## src/rtl/tlcc_pkg.sv

```systemverilog
`default_nettype none

package tlcc_pkg;

  localparam int unsigned TIME_W   = 16;
  localparam int unsigned LEVEL_W  = 12;
  localparam int unsigned HOLD_W   = 10;
  localparam int unsigned COUNT_W  = 16;
  localparam int unsigned SEG_W    = 7;
  localparam int unsigned DIGIT_W  = 4;
  localparam int unsigned ADDR_W   = 5;
  localparam int unsigned DATA_W   = 32;

  localparam int unsigned MS_PER_DIGIT = 1000;
  localparam int unsigned MAX_DIGIT    = 9;

  // register index, taken from paddr[4:2]
  typedef enum logic [2:0] {
    REG_GREEN_TIME  = 3'd0,
    REG_YELLOW_TIME = 3'd1,
    REG_RED_TIME    = 3'd2,
    REG_THRESHOLD   = 3'd3,
    REG_HOLDOFF     = 3'd4
  } reg_idx_t;

  localparam logic [TIME_W-1:0]  GREEN_RST     = 16'd5000;
  localparam logic [TIME_W-1:0]  YELLOW_RST    = 16'd2000;
  localparam logic [TIME_W-1:0]  RED_RST       = 16'd5000;
  localparam logic [LEVEL_W-1:0] THRESHOLD_RST = 12'd200;
  localparam logic [HOLD_W-1:0]  HOLDOFF_RST   = 10'd500;

  // seconds digit: clamp(ms / 1000, 0, 9), done as nine parallel compares
  function automatic logic [DIGIT_W-1:0] ms_to_digit(input logic [TIME_W-1:0] ms);
    logic [DIGIT_W-1:0] d;
    d = '0;
    for (int k = 1; k <= MAX_DIGIT; k++) begin
      if (ms >= TIME_W'(k * MS_PER_DIGIT)) d = DIGIT_W'(k);
    end
    return d;
  endfunction

  // bit0 = a .. bit6 = g
  function automatic logic [SEG_W-1:0] digit_to_seg(input logic [DIGIT_W-1:0] d);
    logic [SEG_W-1:0] s;
    case (d)
      4'd0:    s = 7'h3F;
      4'd1:    s = 7'h06;
      4'd2:    s = 7'h5B;
      4'd3:    s = 7'h4F;
      4'd4:    s = 7'h66;
      4'd5:    s = 7'h6D;
      4'd6:    s = 7'h7D;
      4'd7:    s = 7'h07;
      4'd8:    s = 7'h7F;
      4'd9:    s = 7'h67;
      default: s = 7'h00;
    endcase
    return s;
  endfunction

endpackage

`default_nettype wire

```

## src/rtl/traffic_light_countdown_controller_unit.sv

```systemverilog
`default_nettype none

// Traffic light countdown controller.
// Input channel (in_valid/in_stall): one transfer per timer tick of TICK_MS ms,
// carrying a light sensor sample and a buzzer request.
// Output channel (out_valid/out_stall): exactly one result per tick: lamp
// drives, seven-segment pattern of the seconds left, buzzer drive, car flag
// and the saturating car total.
// The result of a tick is in the output register on the clock after its
// transfer. Throughput: one tick per cycle unless out_stall holds it, set
// by the single output register, refilled in the same cycle that it drains.
// When the receiver stalls a full output register, in_stall rises and the
// result holds until it is taken; no tick is lost or reordered.
// Configuration goes through the APB port (registers at 4*index); phase
// lengths apply when that phase is next entered, threshold and holdoff at once.
// Reset: green phase with 5000 ms loaded, holdoff and car count cleared,
// registers at their defaults, output register empty. No clearing pass.
module traffic_light_countdown_controller_unit #(
  parameter int unsigned TICK_MS = 20
) (
  input  wire logic                            clk,
  input  wire logic                            rst_n,
  input  wire logic                            in_valid,
  output logic                                 in_stall,
  input  wire logic [tlcc_pkg::LEVEL_W-1:0]    in_light_level,
  input  wire logic                            in_buzzer_request,
  output logic                                 out_valid,
  input  wire logic                            out_stall,
  output logic                                 out_lamp_green,
  output logic                                 out_lamp_yellow,
  output logic                                 out_lamp_red,
  output logic [tlcc_pkg::SEG_W-1:0]           out_segment_pattern,
  output logic                                 out_buzzer_drive,
  output logic                                 out_car_seen,
  output logic [tlcc_pkg::COUNT_W-1:0]         out_car_total,
  input  wire logic                            psel,
  input  wire logic                            penable,
  input  wire logic                            pwrite,
  input  wire logic [tlcc_pkg::ADDR_W-1:0]     paddr,
  input  wire logic [tlcc_pkg::DATA_W-1:0]     pwdata,
  output logic [tlcc_pkg::DATA_W-1:0]          prdata,
  output logic                                 pready
);

  import tlcc_pkg::*;

  typedef enum logic [1:0] {
    PH_GREEN  = 2'd0,
    PH_YELLOW = 2'd1,
    PH_RED    = 2'd2
  } phase_t;

  localparam logic [TIME_W-1:0] TICK_T = TIME_W'(TICK_MS);
  localparam logic [HOLD_W-1:0] TICK_H = HOLD_W'(TICK_MS);

  // configuration
  logic [TIME_W-1:0]  green_time_r, yellow_time_r, red_time_r;
  logic [LEVEL_W-1:0] threshold_r;
  logic [HOLD_W-1:0]  holdoff_cfg_r;

  // tick state
  phase_t             phase_r, phase_nxt;
  logic [TIME_W-1:0]  remaining_r, remaining_nxt;
  logic [HOLD_W-1:0]  holdoff_r, holdoff_nxt;
  logic [COUNT_W-1:0] count_r, count_nxt;

  // output register
  logic               out_valid_r;
  logic               lamp_g_r, lamp_y_r, lamp_r_r;
  logic [SEG_W-1:0]   seg_r;
  logic               buzz_r, seen_r;
  logic [COUNT_W-1:0] total_r;

  logic               accept;
  logic               cfg_wr;
  reg_idx_t           cfg_idx;
  logic [HOLD_W-1:0]  holdoff_dec;
  logic               seen_nxt;
  logic               buzz_nxt;
  logic [SEG_W-1:0]   seg_nxt;

  assign pready   = 1'b1;
  assign cfg_idx  = reg_idx_t'(paddr[4:2]);
  assign cfg_wr   = psel && penable && pwrite && pready;

  assign in_stall = out_valid_r && out_stall;
  assign accept   = in_valid && !in_stall;

  always_comb begin
    prdata = '0;
    unique case (cfg_idx)
      REG_GREEN_TIME:  prdata = DATA_W'(green_time_r);
      REG_YELLOW_TIME: prdata = DATA_W'(yellow_time_r);
      REG_RED_TIME:    prdata = DATA_W'(red_time_r);
      REG_THRESHOLD:   prdata = DATA_W'(threshold_r);
      REG_HOLDOFF:     prdata = DATA_W'(holdoff_cfg_r);
      default:         prdata = '0;
    endcase
  end

  always_comb begin
    seg_nxt     = digit_to_seg(ms_to_digit(remaining_r));
    buzz_nxt    = 1'b0;
    seen_nxt    = 1'b0;
    holdoff_nxt = holdoff_r;
    count_nxt   = count_r;
    holdoff_dec = (holdoff_r > TICK_H) ? holdoff_r - TICK_H : '0;

    if (phase_r == PH_RED) begin
      buzz_nxt    = in_buzzer_request;
      holdoff_nxt = holdoff_dec;
      if (holdoff_dec == '0 && in_light_level < threshold_r) begin
        seen_nxt    = 1'b1;
        holdoff_nxt = holdoff_cfg_r;
        if (count_r != '1) count_nxt = count_r + 1'b1;
      end
    end

    phase_nxt     = phase_r;
    remaining_nxt = remaining_r - TICK_T;
    if (remaining_r <= TICK_T) begin
      unique case (phase_r)
        PH_RED: begin
          phase_nxt     = PH_GREEN;
          remaining_nxt = green_time_r;
          holdoff_nxt   = '0;
        end
        PH_YELLOW: begin
          phase_nxt     = PH_RED;
          remaining_nxt = red_time_r;
        end
        default: begin
          phase_nxt     = PH_YELLOW;
          remaining_nxt = yellow_time_r;
        end
      endcase
    end
  end

  always_ff @(posedge clk) begin
    if (!rst_n) begin
      green_time_r  <= GREEN_RST;
      yellow_time_r <= YELLOW_RST;
      red_time_r    <= RED_RST;
      threshold_r   <= THRESHOLD_RST;
      holdoff_cfg_r <= HOLDOFF_RST;
    end else if (cfg_wr) begin
      unique case (cfg_idx)
        REG_GREEN_TIME:  green_time_r  <= pwdata[TIME_W-1:0];
        REG_YELLOW_TIME: yellow_time_r <= pwdata[TIME_W-1:0];
        REG_RED_TIME:    red_time_r    <= pwdata[TIME_W-1:0];
        REG_THRESHOLD:   threshold_r   <= pwdata[LEVEL_W-1:0];
        REG_HOLDOFF:     holdoff_cfg_r <= pwdata[HOLD_W-1:0];
        default: ;
      endcase
    end
  end

  // tick state and the result payload, loaded on each input transfer
  always_ff @(posedge clk) begin
    if (!rst_n) begin
      phase_r     <= PH_GREEN;
      remaining_r <= GREEN_RST;
      holdoff_r   <= '0;
      count_r     <= '0;
      out_valid_r <= 1'b0;
    end else begin
      if (accept) begin
        phase_r     <= phase_nxt;
        remaining_r <= remaining_nxt;
        holdoff_r   <= holdoff_nxt;
        count_r     <= count_nxt;
        out_valid_r <= 1'b1;
        lamp_g_r    <= (phase_r == PH_GREEN);
        lamp_y_r    <= (phase_r == PH_YELLOW);
        lamp_r_r    <= (phase_r == PH_RED);
        seg_r       <= seg_nxt;
        buzz_r      <= buzz_nxt;
        seen_r      <= seen_nxt;
        total_r     <= count_nxt;
      end else if (!out_stall) begin
        out_valid_r <= 1'b0;
      end
    end
  end

  assign out_valid           = out_valid_r;
  assign out_lamp_green      = lamp_g_r;
  assign out_lamp_yellow     = lamp_y_r;
  assign out_lamp_red        = lamp_r_r;
  assign out_segment_pattern = seg_r;
  assign out_buzzer_drive    = buzz_r;
  assign out_car_seen        = seen_r;
  assign out_car_total       = total_r;

endmodule

`default_nettype wire

```

## config.mk

```make
export PLATFORM = sky130hd
export DESIGN_NAME = traffic_light_countdown_controller_unit
export DESIGN_NICKNAME = d
export VERILOG_FILES = /design/src/rtl/tlcc_pkg.sv /design/src/rtl/traffic_light_countdown_controller_unit.sv
export SDC_FILE = /design/constraint.sdc
export NUM_CORES = 1
export LEC_CHECK = 0
export ABC_AREA = 1
export BUFFER_PORTS_ARGS = -buffer_cell sky130_fd_sc_hd__buf_2
export CAP_MARGIN = 20
export CORE_MARGIN = 3
export CORE_UTILIZATION = 59
export CTS_BUF_LIST = sky130_fd_sc_hd__clkbuf_8
export DETAILED_ROUTE_END_ITERATION = 10
export PLACE_DENSITY = 0.8
export REMOVE_ABC_BUFFERS = 1
export SKIP_CTS_REPAIR_TIMING = 1
export SLEW_MARGIN = 10
export SYNTH_ARGS = -nofsm -noshare
export SYNTH_HDL_FRONTEND = slang
export SYNTH_SLANG_ARGS = --single-unit
```

## constraint.sdc

```tcl
create_clock -name clk -period 4.8 [get_ports clk]
set_input_delay 0.72 -clock clk [delete_from_list [all_inputs] [get_ports clk]]
set_output_delay 0.72 -clock clk [all_outputs]
set_load 0.005 [all_outputs]
```

==> flow_metrics.py <==
metrics = {
    "run_status": {
        "status": "finished clean",
    },
    "power_and_ir_drop": {
        "p_per_area_mw_per_mm2": 278,
        "intPower_mw": 1.80,
        "switching_power_mw": 0.689,
        "pwr-share-clk_pct": 34.4,
        "leakage_nw": 4.07,
        "pwr-share-seq_pct": 52.3,
        "pwr-share-comb_pct": 13.3,
        "vdd_drop_max_v": 0.000231,
        "swShare_pct": 27.7,
    },
    "timing": {
        "fin_tns_setup_ns": 0,
        "fin_ws_ns": 1.31,
        "fin_crit_ns": 3.49,
        "worstMarginPinSlew_ns": 0.910,
        "hold_viol_final": 0,
        "maxSlewHeadroom_pct": 38.9,
        "drv_slew": 0,
        "timing.final.crit_share_pct": 72.8,
        "finalSetupViolations": 0,
        "finalHoldWorstSlack_ns": 0.480,
        "fin_skew_ns": 0.0112,
        "max_freq_mhz": 286,
        "grt_setup_unrepaired": "no",
    },
    "finish": {
        "nets": 1296,
        "antenna_cells": 0,
        "layout.cells.non_filler": 1400,
        "drive_gt1_share_pct": 12.6,
        "fin_util_pct": 66.7,
        "syn_to_final_growth_pct": 9.60,
    },
    "critical_path": {
        "cp.required_ns": 4.08,
        "critPathTopFamily": "buffers and inverters",
        "critPathBufInv": 3,
        "startpoint_type": "input pin",
        "crit_type": "input pin to output port",
        "ff2ff_setup_slack_ns": 1.91,
        "critPathCaptureType": "output port",
        "crit_fanout": 12,
        "cp.arrival_ns": 2.77,
        "max_stage_delay_ns": 0.74,
        "crit_slowest_cell": "nor3_1",
        "cp_cell_sequence": "buf_2 -> nor3_1 -> inv_1 -> o21ai_0 -> a221oi_1 -> o21ai_0 -> buf_2",
    },
    "clock_network": {
        "clock-sinks": 143,
        "cts.path.max_buffers": 2,
        "htree_levels": 4,
        "root_buffer": "clkbuf_8",
        "cts_inserted_buffers": 17,
        "clkTransAtPathRegs_ns": 0.08,
        "clkLatencyLatePin_ns": 0.47,
        "cts_tree": "yes",
    },
    "floorplan": {
        "die_area_mm2": 0.0153,
        "pin_count": 120,
        "core_mm2": 0.0134,
        "die_x_um": 124,
        "rows": 42,
        "initial_utilization_pct": 60.9,
        "die_h_um": 124,
    },
    "placed_design": {
        "port_buffers": 84,
        "pre_cts_ws_ns": 1.36,
        "dp.cells": 1370,
        "dp_hpwl_um": 14900,
        "place_congestion": 0.941,
    },
    "drt": {
        "wl_um": 21000,
        "dr.pass1.iters": 6,
        "drtIter0Drc": 755,
        "drc": 0,
        "num_vias": 7924,
        "ant_nets": 0,
        "wl_per_cell_um": 15.0,
        "vias_per_cell": 5.66,
    },
    "synthesis": {
        "synth-edff-count": 28,
        "ys.flop_type": "dfxtp_1",
        "avgSynthCellArea_um2": 7.07,
        "ys_types": 46,
        "ys_warn_count": 0,
        "yosysSeqAreaShare_pct": 38.5,
        "ys_ff_latch": 143,
        "synth_area_mm2": 0.00816,
        "netlist_instances": 1154,
        "async_flop_share_pct": 0,
    },
    "global_routing": {
        "antenna_found_initial": 0,
        "overflow": 0,
        "grt_pass1_vias": 6960,
        "grt_max_degree": 80,
        "grt_usage_pct": 28.1,
        "grt_pass1_wl_um": 33600,
    },
    "hold_path": {
        "hold_path_class": "flip-flop to flip-flop",
    },
    "run": {
        "drv_cap": 0,
    },
}
==> state kept, by name, summed over array words and instances, names as in the netlist <==
signal and flops:
out_car_total 16, out_lamp_red 1, threshold_r 12, out_segment_pattern 7, phase_r 2, green_time_r 16, out_lamp_yellow 1, remaining_r 16
holdoff_r 10, count_r 16, out_valid 1, holdoff_cfg_r 10, out_buzzer_drive 1, yellow_time_r 16, out_lamp_green 1, red_time_r 16
out_car_seen 1
==> stage by stage <==
stage	instance area, um^2	total power, mW
after floorplan	7850	1.54
after global placement	8570	1.64
after detailed placement	8600	1.65
after CTS	8940	2.49
after global routing	8940	2.59
final	8940	2.49
==> cells in the mapped netlist (7+ instances only) <==
| cell type | instances | area, um^2 |
|---|---|---|
| nand2_1 | 266 | 998 |
| o21ai_2 | 7 | 61.3 |
| o22ai_1 | 21 | 131 |
| nor3_1 | 10 | 50.1 |
| o21ai_0 | 89 | 445 |
| buf_2 | 12 | 60.1 |
| buf_4 | 17 | 128 |
| nor2_1 | 73 | 274 |
| nand4_1 | 25 | 156 |
| a21oi_1 | 104 | 521 |
| o221ai_1 | 10 | 87.6 |
| edfxtp_1 | 28 | 841 |
| dfxtp_1 | 115 | 2300 |
| nand3_1 | 57 | 285 |
| xor2_1 | 7 | 61.3 |
| a31oi_1 | 7 | 43.8 |
| clkbuf_1 | 33 | 124 |
| inv_1 | 165 | 619 |
| o211ai_1 | 23 | 173 |
| ha_1 | 26 | 325 |
==> worst min-delay path, stage by stage, from the launching register on <==
cell	delay [ns]
dfxtp_1	0.30
inv_1	0.07
a21oi_1	0.06
==> final timing paths <==
kind                                       from           endpoint  cells past startpoint
worst max register to register  threshold_r[11]  out_car_total[15]                     11
worst min-delay path              red_time_r[4]      red_time_r[4]                      2
worst min register to register    red_time_r[4]      red_time_r[4]                      2
worst max-delay path                   paddr[4]          prdata[4]                      7
==> power groups by stage <==
stage | clock network (mW) | registers (mW) | logic [mW]
final | 0.854 | 1.30 | 0.331
after global routing | 0.909 | 1.31 | 0.379
after CTS | 0.861 | 1.30 | 0.329
after detailed placement | 0 | 1.33 | 0.327
after global placement | 0 | 1.33 | 0.319
after floorplan | 0 | 1.32 | 0.215
==> area by class of cell <==
class | count | area (um^2)
multi-input combinational | 789 | 4090
timing repair buffer | 95 | 523
fill | 1192 | 4460
tap | 176 | 220
clock buffer | 22 | 303
clock inverter | 8 | 40.0
sequential | 143 | 3140
inverter | 167 | 627
==> cell usage in the layout, fill, tap and decap left out, types with 22 or more instances in the layout <==
| cell type | count |
|---|---|
| o21ai_0 | 89 |
| nand3_1 | 57 |
| a21oi_1 | 104 |
| edfxtp_1 | 28 |
| nand2_1 | 266 |
| nor2_1 | 71 |
| dfxtp_1 | 115 |
| o211ai_1 | 23 |
| clkbuf_8 | 22 |
| ha_1 | 26 |
| nand4_1 | 25 |
| buf_2 | 84 |
| inv_1 | 167 |
==> per-layer routing <==
layer	GRT usage, %	share of wire [%]	vias up	wire length, um
li1	-	-	3928	-
met1	36.6	43	3623	9030
met2	46.6	47	323	9990
met3	5.09	7.3	50	1540
met4	10.6	2.3	0	481
met5	0	0	-	0
==> logic make-up after synthesis <==
family | synth area share [%]
xor gates and xnor gates | 0.751
and+or+nand+nor | 23.9
DFF | 38.5
buffers and inverters | 12.1
adders and majority gates | 3.99
other | 0.0920
AOI/OAI and AO/OA | 20.6
Power figures use the tool's default switching activity.
